[config.mk]
export PLATFORM = sky130hd
export DESIGN_NAME = tail_drop_queue_service_monitor_flat
export DESIGN_NICKNAME = d
export VERILOG_FILES = /design/src/sv/tdq_pkg.sv /design/src/sv/tdq_cfg_if.sv /design/src/sv/tdq_in_if.sv /design/src/sv/tdq_out_if.sv /design/src/sv/tdq_ram.sv /design/src/sv/tail_drop_queue_service_monitor.sv /design/src/flat_wrapper.sv
export SDC_FILE = /design/constraint.sdc
export NUM_CORES = 2
export LEC_CHECK = 0
export BUFFER_PORTS_ARGS = -buffer_cell sky130_fd_sc_hd__buf_4
export CELL_PAD_IN_SITES_DETAIL_PLACEMENT = 1
export CELL_PAD_IN_SITES_GLOBAL_PLACEMENT = 1
export CORE_ASPECT_RATIO = 0.75
export CORE_UTILIZATION = 48
export CTS_CLUSTER_DIAMETER = 100
export DETAILED_ROUTE_END_ITERATION = 8
export PLACE_DENSITY = 0.79
export SLEW_MARGIN = 20
export SYNTH_ARGS = -nofsm -noshare
export SYNTH_HDL_FRONTEND = slang
export SYNTH_SLANG_ARGS = --single-unit
[constraint.sdc]
create_clock -name clk -period 12.6 [get_ports clk]
set_input_delay 1.26 -clock clk [delete_from_list [all_inputs] [get_ports clk]]
set_output_delay 1.26 -clock clk [all_outputs]
set_load 0.01 [all_outputs]
[src/sv/tdq_pkg.sv]
`default_nettype none
// ----------------------------------------------------------------------------
// tdq_pkg
// Types and constants shared by the tail-drop queue monitor and its channels.
// ----------------------------------------------------------------------------
package tdq_pkg;

  // Configuration register indexes.
  typedef logic [1:0] cfg_addr_t;
  localparam cfg_addr_t REG_MAX_QUEUE_SIZE = 2'd0;
  localparam cfg_addr_t REG_SERVICE_TIME   = 2'd1;

  localparam int CFG_DATA_WIDTH = 10;
  typedef logic [CFG_DATA_WIDTH-1:0] cfg_data_t;

  // Register widths and reset values.
  localparam int CAP_WIDTH = 7;
  localparam int SVC_WIDTH = 10;
  localparam logic [CAP_WIDTH-1:0] CAP_RESET = 7'd64;
  localparam logic [SVC_WIDTH-1:0] SVC_RESET = 10'd15;

  // Widths of the result fields.
  localparam int WAIT_WIDTH  = 32;
  localparam int COUNT_WIDTH = 32;
  localparam int SUM_WIDTH   = 48;
  localparam int LEN_WIDTH   = 7;

  typedef struct packed {
    logic arrival;
    logic final_tick;
  } in_item_t;

  typedef struct packed {
    logic                   dropped_now;
    logic                   served_now;
    logic [WAIT_WIDTH-1:0]  wait_of_served;
    logic [LEN_WIDTH-1:0]   queue_length;
    logic [COUNT_WIDTH-1:0] served_total;
    logic [COUNT_WIDTH-1:0] dropped_total;
    logic [SUM_WIDTH-1:0]   wait_total;
    logic [SUM_WIDTH-1:0]   length_total;
    logic                   run_done;
  } out_item_t;

endpackage
`default_nettype wire

[src/sv/tdq_cfg_if.sv]
`default_nettype none
// ----------------------------------------------------------------------------
// tdq_cfg_if
// Configuration write channel: register index and write data.
// ----------------------------------------------------------------------------
interface tdq_cfg_if import tdq_pkg::*; ();
  logic      valid;
  logic      ready;
  cfg_addr_t addr;
  cfg_data_t data;

  modport source (output valid, addr, data, input ready);
  modport sink   (input valid, addr, data, output ready);
endinterface
`default_nettype wire

[src/sv/tdq_in_if.sv]
`default_nettype none
// ----------------------------------------------------------------------------
// tdq_in_if
// Tick request channel: one arrival flag and one end-of-run flag per tick.
// ----------------------------------------------------------------------------
interface tdq_in_if import tdq_pkg::*; ();
  logic     valid;
  logic     ready;
  in_item_t data;

  modport source (output valid, data, input ready);
  modport sink   (input valid, data, output ready);
endinterface
`default_nettype wire

[src/sv/tdq_out_if.sv]
`default_nettype none
// ----------------------------------------------------------------------------
// tdq_out_if
// Result channel: per-tick events and running totals.
// ----------------------------------------------------------------------------
interface tdq_out_if import tdq_pkg::*; ();
  logic      valid;
  logic      ready;
  out_item_t data;

  modport source (output valid, data, input ready);
  modport sink   (input valid, data, output ready);
endinterface
`default_nettype wire

[src/sv/tdq_ram.sv]
`default_nettype none
// ----------------------------------------------------------------------------
// tdq_ram
// Generic simple dual-port RAM, one write port and one registered read port.
// ----------------------------------------------------------------------------
module tdq_ram #(
  parameter int WIDTH = 32,
  parameter int DEPTH = 64
) (
  input  wire logic                                  clk,
  input  wire logic                                  we,
  input  wire logic [(DEPTH > 1 ? $clog2(DEPTH) : 1)-1:0] waddr,
  input  wire logic [WIDTH-1:0]                      wdata,
  input  wire logic [(DEPTH > 1 ? $clog2(DEPTH) : 1)-1:0] raddr,
  output logic      [WIDTH-1:0]                      rdata
);

  logic [WIDTH-1:0] mem [DEPTH];

  always_ff @(posedge clk) begin
    if (we) begin
      mem[waddr] <= wdata;
    end
    rdata <= mem[raddr];
  end

endmodule
`default_nettype wire

[src/sv/tail_drop_queue_service_monitor.sv]
`default_nettype none
// ----------------------------------------------------------------------------
// tail_drop_queue_service_monitor
// Tail-drop queue with a fixed service time, observed one tick per request.
// ----------------------------------------------------------------------------
// Usage: every request on the items channel is one simulated tick, carrying
// an arrival flag and a final_tick flag. The block answers each tick with one
// result on the results channel: the drop and service events of that tick,
// the wait of a served entry, the occupancy and the running totals.
// A valid result follows in the cycle after a request is accepted, and one
// request is accepted in every cycle while results are taken: a tick's work
// is one level of logic between the queue state and the result register,
// and the queue's arrival ticks live in a RAM read one entry ahead of the head.
// When the receiver stalls, the result register holds its result and one
// new request is still accepted on the cycle the result is taken.
// Reset (rst, synchronous) clears the queue, all totals and the tick counter
// and loads max_queue_size = 64 and service_time = 15; no request and no
// configuration write is taken while rst is high. A request with
// final_tick set clears the same state after its result is formed; the
// configuration registers keep their values. Configuration writes are accepted
// in every cycle outside reset and must only be made while no result is
// outstanding.
// ----------------------------------------------------------------------------
module tail_drop_queue_service_monitor import tdq_pkg::*; #(
  parameter int QUEUE_DEPTH = 64,
  parameter int TICK_WIDTH  = 32
) (
  input wire logic  clk,
  input wire logic  rst,
  tdq_cfg_if.sink   cfg,
  tdq_in_if.sink    items,
  tdq_out_if.source results
);

  // Queue index width, occupancy width, and a width that holds both the
  // occupancy and the capacity register for comparison.
  localparam int IW   = (QUEUE_DEPTH > 1) ? $clog2(QUEUE_DEPTH) : 1;
  localparam int CW   = $clog2(QUEUE_DEPTH + 1);
  localparam int CMPW = (CW > CAP_WIDTH) ? CW : CAP_WIDTH;

  function automatic logic [IW-1:0] idx_inc(input logic [IW-1:0] i);
    return (i == IW'(QUEUE_DEPTH - 1)) ? '0 : i + 1'b1;
  endfunction

  // Configuration registers.
  logic [CAP_WIDTH-1:0] max_queue_size;
  logic [SVC_WIDTH-1:0] service_time;

  // Queue and statistics state.
  logic [IW-1:0]          head_index;
  logic [IW-1:0]          tail_index;
  logic [CW-1:0]          entry_count;
  logic [SVC_WIDTH-1:0]   head_service_count;
  logic [TICK_WIDTH-1:0]  tick_number;
  logic [TICK_WIDTH-1:0]  head_tick;
  logic [COUNT_WIDTH-1:0] served_sum;
  logic [COUNT_WIDTH-1:0] dropped_sum;
  logic [SUM_WIDTH-1:0]   wait_sum;
  logic [SUM_WIDTH-1:0]   length_sum;

  // Prefetch of the entry behind the head, with a bypass for a write that
  // hit the same slot in the cycle it was read.
  logic [TICK_WIDTH-1:0] ram_rdata;
  logic                  fwd_hit;
  logic [TICK_WIDTH-1:0] fwd_data;

  // Result register.
  logic      res_valid;
  out_item_t res;

  // Per-tick logic.
  logic                   accept;
  logic [CMPW-1:0]        cap;
  logic [SVC_WIDTH-1:0]   need;
  logic                   full;
  logic                   drop;
  logic                   enq;
  logic [CW-1:0]          count_a;
  logic [SVC_WIDTH-1:0]   svc_inc;
  logic                   serve;
  logic [TICK_WIDTH-1:0]  cur_head_tick;
  logic [TICK_WIDTH-1:0]  wait_t;
  logic [SUM_WIDTH-1:0]   wait_wide;
  logic [CW-1:0]          count_next;
  logic [TICK_WIDTH-1:0]  next_entry_tick;
  logic [TICK_WIDTH-1:0]  head_tick_next;
  logic [IW-1:0]          head_index_next;
  logic [IW-1:0]          tail_index_next;
  logic [SVC_WIDTH-1:0]   head_service_count_next;
  logic [COUNT_WIDTH-1:0] served_sum_next;
  logic [COUNT_WIDTH-1:0] dropped_sum_next;
  logic [SUM_WIDTH:0]     wait_add;
  logic [SUM_WIDTH:0]     length_add;
  logic [SUM_WIDTH-1:0]   wait_sum_next;
  logic [SUM_WIDTH-1:0]   length_sum_next;
  logic [IW-1:0]          head_d;
  logic [IW-1:0]          ram_raddr;
  logic                   ram_we;

  assign cfg.ready     = !rst;
  assign items.ready   = !rst && (!res_valid || results.ready);
  assign accept        = items.valid && items.ready;
  assign results.valid = res_valid;
  assign results.data  = res;

  always_comb begin
    // A capacity register above the queue depth acts as the depth, and a
    // service time of zero acts as one tick.
    cap = (CMPW'(max_queue_size) > CMPW'(QUEUE_DEPTH)) ? CMPW'(QUEUE_DEPTH)
                                                       : CMPW'(max_queue_size);
    need = (service_time == '0) ? SVC_WIDTH'(1) : service_time;

    full    = CMPW'(entry_count) >= cap;
    drop    = items.data.arrival && full;
    enq     = items.data.arrival && !full;
    count_a = entry_count + CW'(enq);

    svc_inc = head_service_count + 1'b1;
    serve   = (count_a != '0) && (svc_inc == need);

    // An empty queue that takes an arrival has it at the head right away.
    cur_head_tick = (entry_count == '0) ? tick_number : head_tick;
    wait_t        = tick_number - cur_head_tick;
    wait_wide     = SUM_WIDTH'(wait_t);

    count_next = count_a - CW'(serve);

    // The entry that becomes head after a departure is either the one
    // enqueued in this same tick or the prefetched one.
    next_entry_tick = fwd_hit ? fwd_data : ram_rdata;
    if (serve) begin
      head_tick_next = (enq && entry_count == CW'(1)) ? tick_number : next_entry_tick;
    end else if (enq && entry_count == '0) begin
      head_tick_next = tick_number;
    end else begin
      head_tick_next = head_tick;
    end

    head_index_next         = serve ? idx_inc(head_index) : head_index;
    tail_index_next         = enq ? idx_inc(tail_index) : tail_index;
    head_service_count_next = serve ? '0 : ((count_a != '0) ? svc_inc : head_service_count);

    served_sum_next  = (serve && !(&served_sum)) ? served_sum + 1'b1 : served_sum;
    dropped_sum_next = (drop && !(&dropped_sum)) ? dropped_sum + 1'b1 : dropped_sum;

    wait_add      = {1'b0, wait_sum} + (serve ? (SUM_WIDTH + 1)'(wait_t) : '0);
    wait_sum_next = wait_add[SUM_WIDTH] ? '1 : wait_add[SUM_WIDTH-1:0];

    length_add      = {1'b0, length_sum} + (SUM_WIDTH + 1)'(count_next);
    length_sum_next = length_add[SUM_WIDTH] ? '1 : length_add[SUM_WIDTH-1:0];

    // Head index after this cycle, and the read of the slot behind it.
    if (accept) begin
      head_d = items.data.final_tick ? '0 : head_index_next;
    end else begin
      head_d = head_index;
    end
    ram_raddr = idx_inc(head_d);
    ram_we    = accept && enq;
  end

  tdq_ram #(
    .WIDTH (TICK_WIDTH),
    .DEPTH (QUEUE_DEPTH)
  ) u_ticks (
    .clk   (clk),
    .we    (ram_we),
    .waddr (tail_index),
    .wdata (tick_number),
    .raddr (ram_raddr),
    .rdata (ram_rdata)
  );

  // Configuration registers.
  always_ff @(posedge clk) begin
    if (rst) begin
      max_queue_size <= CAP_RESET;
      service_time   <= SVC_RESET;
    end else if (cfg.valid && cfg.ready) begin
      unique case (cfg.addr)
        REG_MAX_QUEUE_SIZE: max_queue_size <= cfg.data[CAP_WIDTH-1:0];
        REG_SERVICE_TIME:   service_time   <= cfg.data[SVC_WIDTH-1:0];
        default: ;
      endcase
    end
  end

  // Queue state and running totals. A final tick clears them after its
  // result has been formed.
  always_ff @(posedge clk) begin
    if (rst) begin
      head_index         <= '0;
      tail_index         <= '0;
      entry_count        <= '0;
      head_service_count <= '0;
      tick_number        <= '0;
      served_sum         <= '0;
      dropped_sum        <= '0;
      wait_sum           <= '0;
      length_sum         <= '0;
    end else if (accept) begin
      if (items.data.final_tick) begin
        head_index         <= '0;
        tail_index         <= '0;
        entry_count        <= '0;
        head_service_count <= '0;
        tick_number        <= '0;
        served_sum         <= '0;
        dropped_sum        <= '0;
        wait_sum           <= '0;
        length_sum         <= '0;
      end else begin
        head_index         <= head_index_next;
        tail_index         <= tail_index_next;
        entry_count        <= count_next;
        head_service_count <= head_service_count_next;
        tick_number        <= tick_number + 1'b1;
        served_sum         <= served_sum_next;
        dropped_sum        <= dropped_sum_next;
        wait_sum           <= wait_sum_next;
        length_sum         <= length_sum_next;
      end
    end
  end

  // Payload-only registers: head arrival tick and the read bypass.
  always_ff @(posedge clk) begin
    if (accept) begin
      head_tick <= head_tick_next;
    end
    fwd_hit  <= ram_we && (tail_index == ram_raddr);
    fwd_data <= tick_number;
  end

  // Result register.
  always_ff @(posedge clk) begin
    if (rst) begin
      res_valid <= 1'b0;
    end else if (items.ready) begin
      res_valid <= items.valid;
    end
  end

  always_ff @(posedge clk) begin
    if (accept) begin
      res.dropped_now    <= drop;
      res.served_now     <= serve;
      res.wait_of_served <= !serve ? '0
                          : (wait_wide > SUM_WIDTH'(32'hFFFF_FFFF)) ? '1
                          : wait_wide[WAIT_WIDTH-1:0];
      res.queue_length   <= LEN_WIDTH'(count_next);
      res.served_total   <= served_sum_next;
      res.dropped_total  <= dropped_sum_next;
      res.wait_total     <= wait_sum_next;
      res.length_total   <= length_sum_next;
      res.run_done       <= items.data.final_tick;
    end
  end

`ifndef SYNTHESIS
  // The occupancy never exceeds the physical queue depth.
  a_count_bound: assert property (@(posedge clk) disable iff (rst)
    entry_count <= CW'(QUEUE_DEPTH))
    else $error("queue occupancy above depth");

  // The tail always sits the occupancy beyond the head, modulo the depth.
  a_tail_pos: assert property (@(posedge clk) disable iff (rst)
    int'(tail_index) ==
      (((int'(head_index) + int'(entry_count)) >= QUEUE_DEPTH)
        ? (int'(head_index) + int'(entry_count) - QUEUE_DEPTH)
        : (int'(head_index) + int'(entry_count))))
    else $error("tail index out of step with head and occupancy");

  // A final tick leaves an empty queue and cleared totals behind it.
  a_final_clear: assert property (@(posedge clk) disable iff (rst)
    (accept && items.data.final_tick) |=>
      (entry_count == '0 && tick_number == '0 && served_sum == '0 && length_sum == '0))
    else $error("state not cleared after final tick");
`endif

endmodule
`default_nettype wire

[src/flat_wrapper.sv]
// flat-port wrapper written by rule: the top's interface ports become plain ports
module tail_drop_queue_service_monitor_flat import tdq_pkg::*;
#(
  parameter int QUEUE_DEPTH = 64,
  parameter int TICK_WIDTH  = 32
)
  (clk, rst, cfg_valid, cfg_addr, cfg_data, cfg_ready, items_valid, items_data, items_ready, results_valid, results_data, results_ready);
  tdq_cfg_if cfg_i ();
  tdq_in_if items_i ();
  tdq_out_if results_i ();
  input wire logic clk;
  input wire logic rst;
  input wire logic [$bits(cfg_i.valid)-1:0] cfg_valid;
  input wire logic [$bits(cfg_i.addr)-1:0] cfg_addr;
  input wire logic [$bits(cfg_i.data)-1:0] cfg_data;
  output wire logic [$bits(cfg_i.ready)-1:0] cfg_ready;
  input wire logic [$bits(items_i.valid)-1:0] items_valid;
  input wire logic [$bits(items_i.data)-1:0] items_data;
  output wire logic [$bits(items_i.ready)-1:0] items_ready;
  output wire logic [$bits(results_i.valid)-1:0] results_valid;
  output wire logic [$bits(results_i.data)-1:0] results_data;
  input wire logic [$bits(results_i.ready)-1:0] results_ready;
  assign cfg_i.valid = cfg_valid;
  assign cfg_i.addr = cfg_addr;
  assign cfg_i.data = cfg_data;
  assign cfg_ready = cfg_i.ready;
  assign items_i.valid = items_valid;
  assign items_i.data = items_data;
  assign items_ready = items_i.ready;
  assign results_valid = results_i.valid;
  assign results_data = results_i.data;
  assign results_i.ready = results_ready;
  tail_drop_queue_service_monitor #(.QUEUE_DEPTH(QUEUE_DEPTH), .TICK_WIDTH(TICK_WIDTH)) u_core (.clk(clk), .rst(rst), .cfg(cfg_i), .items(items_i), .results(results_i));
endmodule
==> impl_metrics.toml <==
[clocking]
cts_setup_buffers = 0
clk_latency_ns = 0.96
clk_path_buf_depth = 4
clk_pin_slew_worst_paths_ns = 0.07
root_buffer = "clkbuf_16"
clock_sinks = 2586
cts_tree = "yes"
numCtsBuffers = 245
cts_resized = 0
holdBufCountCts = 0
htree_num_levels = 4

[yosys]
ys_async_sr_fraction_pct = 0
synth_warnings = 0
synth-seq-area-share_pct = 68.3
syn-instance-count = 8386
synth_top_area_cell = "edfxtp_1"
ys_types = 99
synth_edf_count = 2282
ys_ff_latch = 2586
syn_nets = 8496
yosys_most_used_dff = "edfxtp_1"
netlist_area_um2 = 109000
synth_top_area_share_pct = 62.7
synthTopCellsByArea = "edfxtp_1, dfxtp_1, nand2_1"
syn_avg_cell_area_um2 = 13.0

[drt]
routed_wl_um = 371000
wirelength_met1_um = 145000
wl_met2_um = 166000
dr.first_iter.drc_count = 10691
wl_met3_um = 42800
dr.max_layer_used = "met5"
post_drt_wl_per_cell_um = 31.7
antenna_left = 0
drtPass1Iterations = 7
vias_per_cell = 6.62
drc = 0
vias = 77549

[timing]
slew_headroom_pct = 18.6
min_period_over_period_pct = 79.2
post-route-min-period_ns = 9.98
whs_ns = 0.471
max_freq_mhz = 100
tns_ns = 0
setup_ws_ns = 2.62
setup_violations = 0
grt_setup_unrepaired = "no"
worst_pin_slew_ns = 1.22
hold_viol = 0
finalMaxSlewViolations = 0
skew_ns = 0.102

[placed_design]
post-place-cells = 11247
hpwl_um = 217000
post-place-ws_ns = 2.49
gp_congestion = 0.878
placed_area_um2 = 115000
io_buffers = 223

[setup_path]
cp-start-kind = "flop"
critPathArrivalTime_ns = 10.76
critPathMaxStageDelay_ns = 0.76
cp.required_ns = 13.38
r2r_cells = 36
cp-end-kind = "flop"
reg2reg_slack_ns = 2.62
worstPathMaxFanout = 12
crit_slowest_cell = "nor2_1"
timing.rr.end = "u_core.length_sum[43]"
crit_type = "flop to flop"
crit-reg2reg-launch = "u_core.entry_count[0]"

[die]
die_h_um = 415
start_util_pct = 48.3
ioPinCount = 224
die_w_um = 553
rows = 151
core_area_um2 = 226000
dieArea_um2 = 230000

[global_routing]
grt_max_degree = 151
grt_use_total_pct = 31.4
grt_pass1_vias = 78357
grt_first_pass_wirelength_um = 534000
antenna_found_initial = 13
grt_remaining_overflow = 0

[final_layout]
post_layout_nonfiller_instances = 11706
utilization_pct = 54.2
drive_above_1_share_pct = 12.7
area_growth_pct = 12.2
final_cell_mix = "edfxtp_1, nand2_1, nor2_1, nand3_1, buf_4"
nets = 8621
mostFrequentLayoutCell = "edfxtp_1"
fin_area_um2 = 123000

[power_and_ir_drop]
ir_worst_vdd_mv = 0.123
p_leak_nw = 43.2
finalPower_mw = 17.0
p_per_area_nw_per_um2 = 139

[run_status]
outcome = "finished, final reports clean"

[run]
cap_violations = 0

[worst_hold_path]
hp-class = "flop to flop"
hp-start = "u_core.wait_sum[23]"
holdPathStages = 2
hold_path_end = "u_core.wait_sum[23]"
[routing by layer]
layer / track usage, % / vias up
met5: 0 / -
met4: 13.7 / 6
met3: 7.07 / 953
met2: 48.0 / 4923
met1: 43.2 / 39601
li1: - / 32066
[final cells by class]
class | instances | area [µm²]
well taps | 2983 | 3730
fillers | 21983 | 104000
flip-flops and latches | 2586 | 74700
clock buffers | 306 | 6470
diodes | 7 | 17.5
inverters | 55 | 220
multi-input cells | 5200 | 32800
repair buffers | 423 | 3280
clock inverters | 146 | 1410
[report_power, final]
part | total (mW) | internal, mW | switching (mW)
Sequential | 9.25 | 9.23 | 0.0187
Combinational | 0.244 | 0.0761 | 0.168
Clock | 7.50 | 4.14 | 3.35
[state kept, by name, indices dropped and copies added, names as in the netlist, 10 cells and up]
signal	count
u_core.fwd_data	32
u_core.head_service_count	10
u_core.tick_number	32
u_core.u_ticks.mem	2048
u_core.served_sum	32
u_core.length_sum	48
u_core.u_ticks.rdata	32
u_core.wait_sum	48
u_core.head_tick	32
u_core.dropped_sum	32
u_core.results.data	202
u_core.service_time	10
[kinds of logic after synthesis]
family                     after synthesis  synth area share (%)
DFF                                   2586                  68.3
buffers and inverters                  600                  2.44
adders and majority gates               91                  1.06
muxes                                  404                  4.73
AOI/OAI and AO/OA                     1384                  8.71
and+or+nand+nor                       3105                  13.1
xor gates and xnor gates               216                  1.73
[worst max-delay path, delay by kind of cell (launching register included)]
family / cells / cell delay (ns)
AOI/OAI and AO/OA: 13 / 2.77
xor gates and xnor gates: 1 / 0.21
adders and majority gates: 6 / 1.87
buffers and inverters: 4 / 0.62
DFF: 1 / 0.42
and+or+nand+nor: 12 / 3.99
[worst max-delay path by stage]
stage	start	end	slack, ns	depth (start not counted)
after floorplan	rst	u_core.length_sum[18]	3.67	9
after global placement	u_core.entry_count[0]	u_core.length_sum[43]	2.75	37
after detailed placement	u_core.entry_count[0]	u_core.length_sum[43]	2.49	37
after CTS	u_core.entry_count[0]	u_core.length_sum[21]	2.31	38
after global routing	u_core.entry_count[0]	u_core.length_sum[43]	1.72	37
final	u_core.entry_count[0]	u_core.length_sum[43]	2.62	36
[synth_stat cells, drive strengths merged, types with 22 or more instances]
master  instances
a41oi          63
ha             88
o22ai         105
mux2           32
nand3         444
a22oi         114
a31oi         132
a32oi          40
nand4          48
buf           195
xnor2         118
dfxtp         304
o21bai         34
nor4          100
a21oi         227
and3          100
edfxtp       2282
mux2i         285
o31a           42
or4            35
a211oi         52
o21ai         228
or3           133
o31ai          41
nor2          620
a21o           46
a41o           22
clkbuf        350
o211ai         57
a211o          30
xor2           98
nor2b          26
inv            54
nand2        1202
nor3          306
o22a           22
mux4           87
Power figures use the tool's default switching activity.
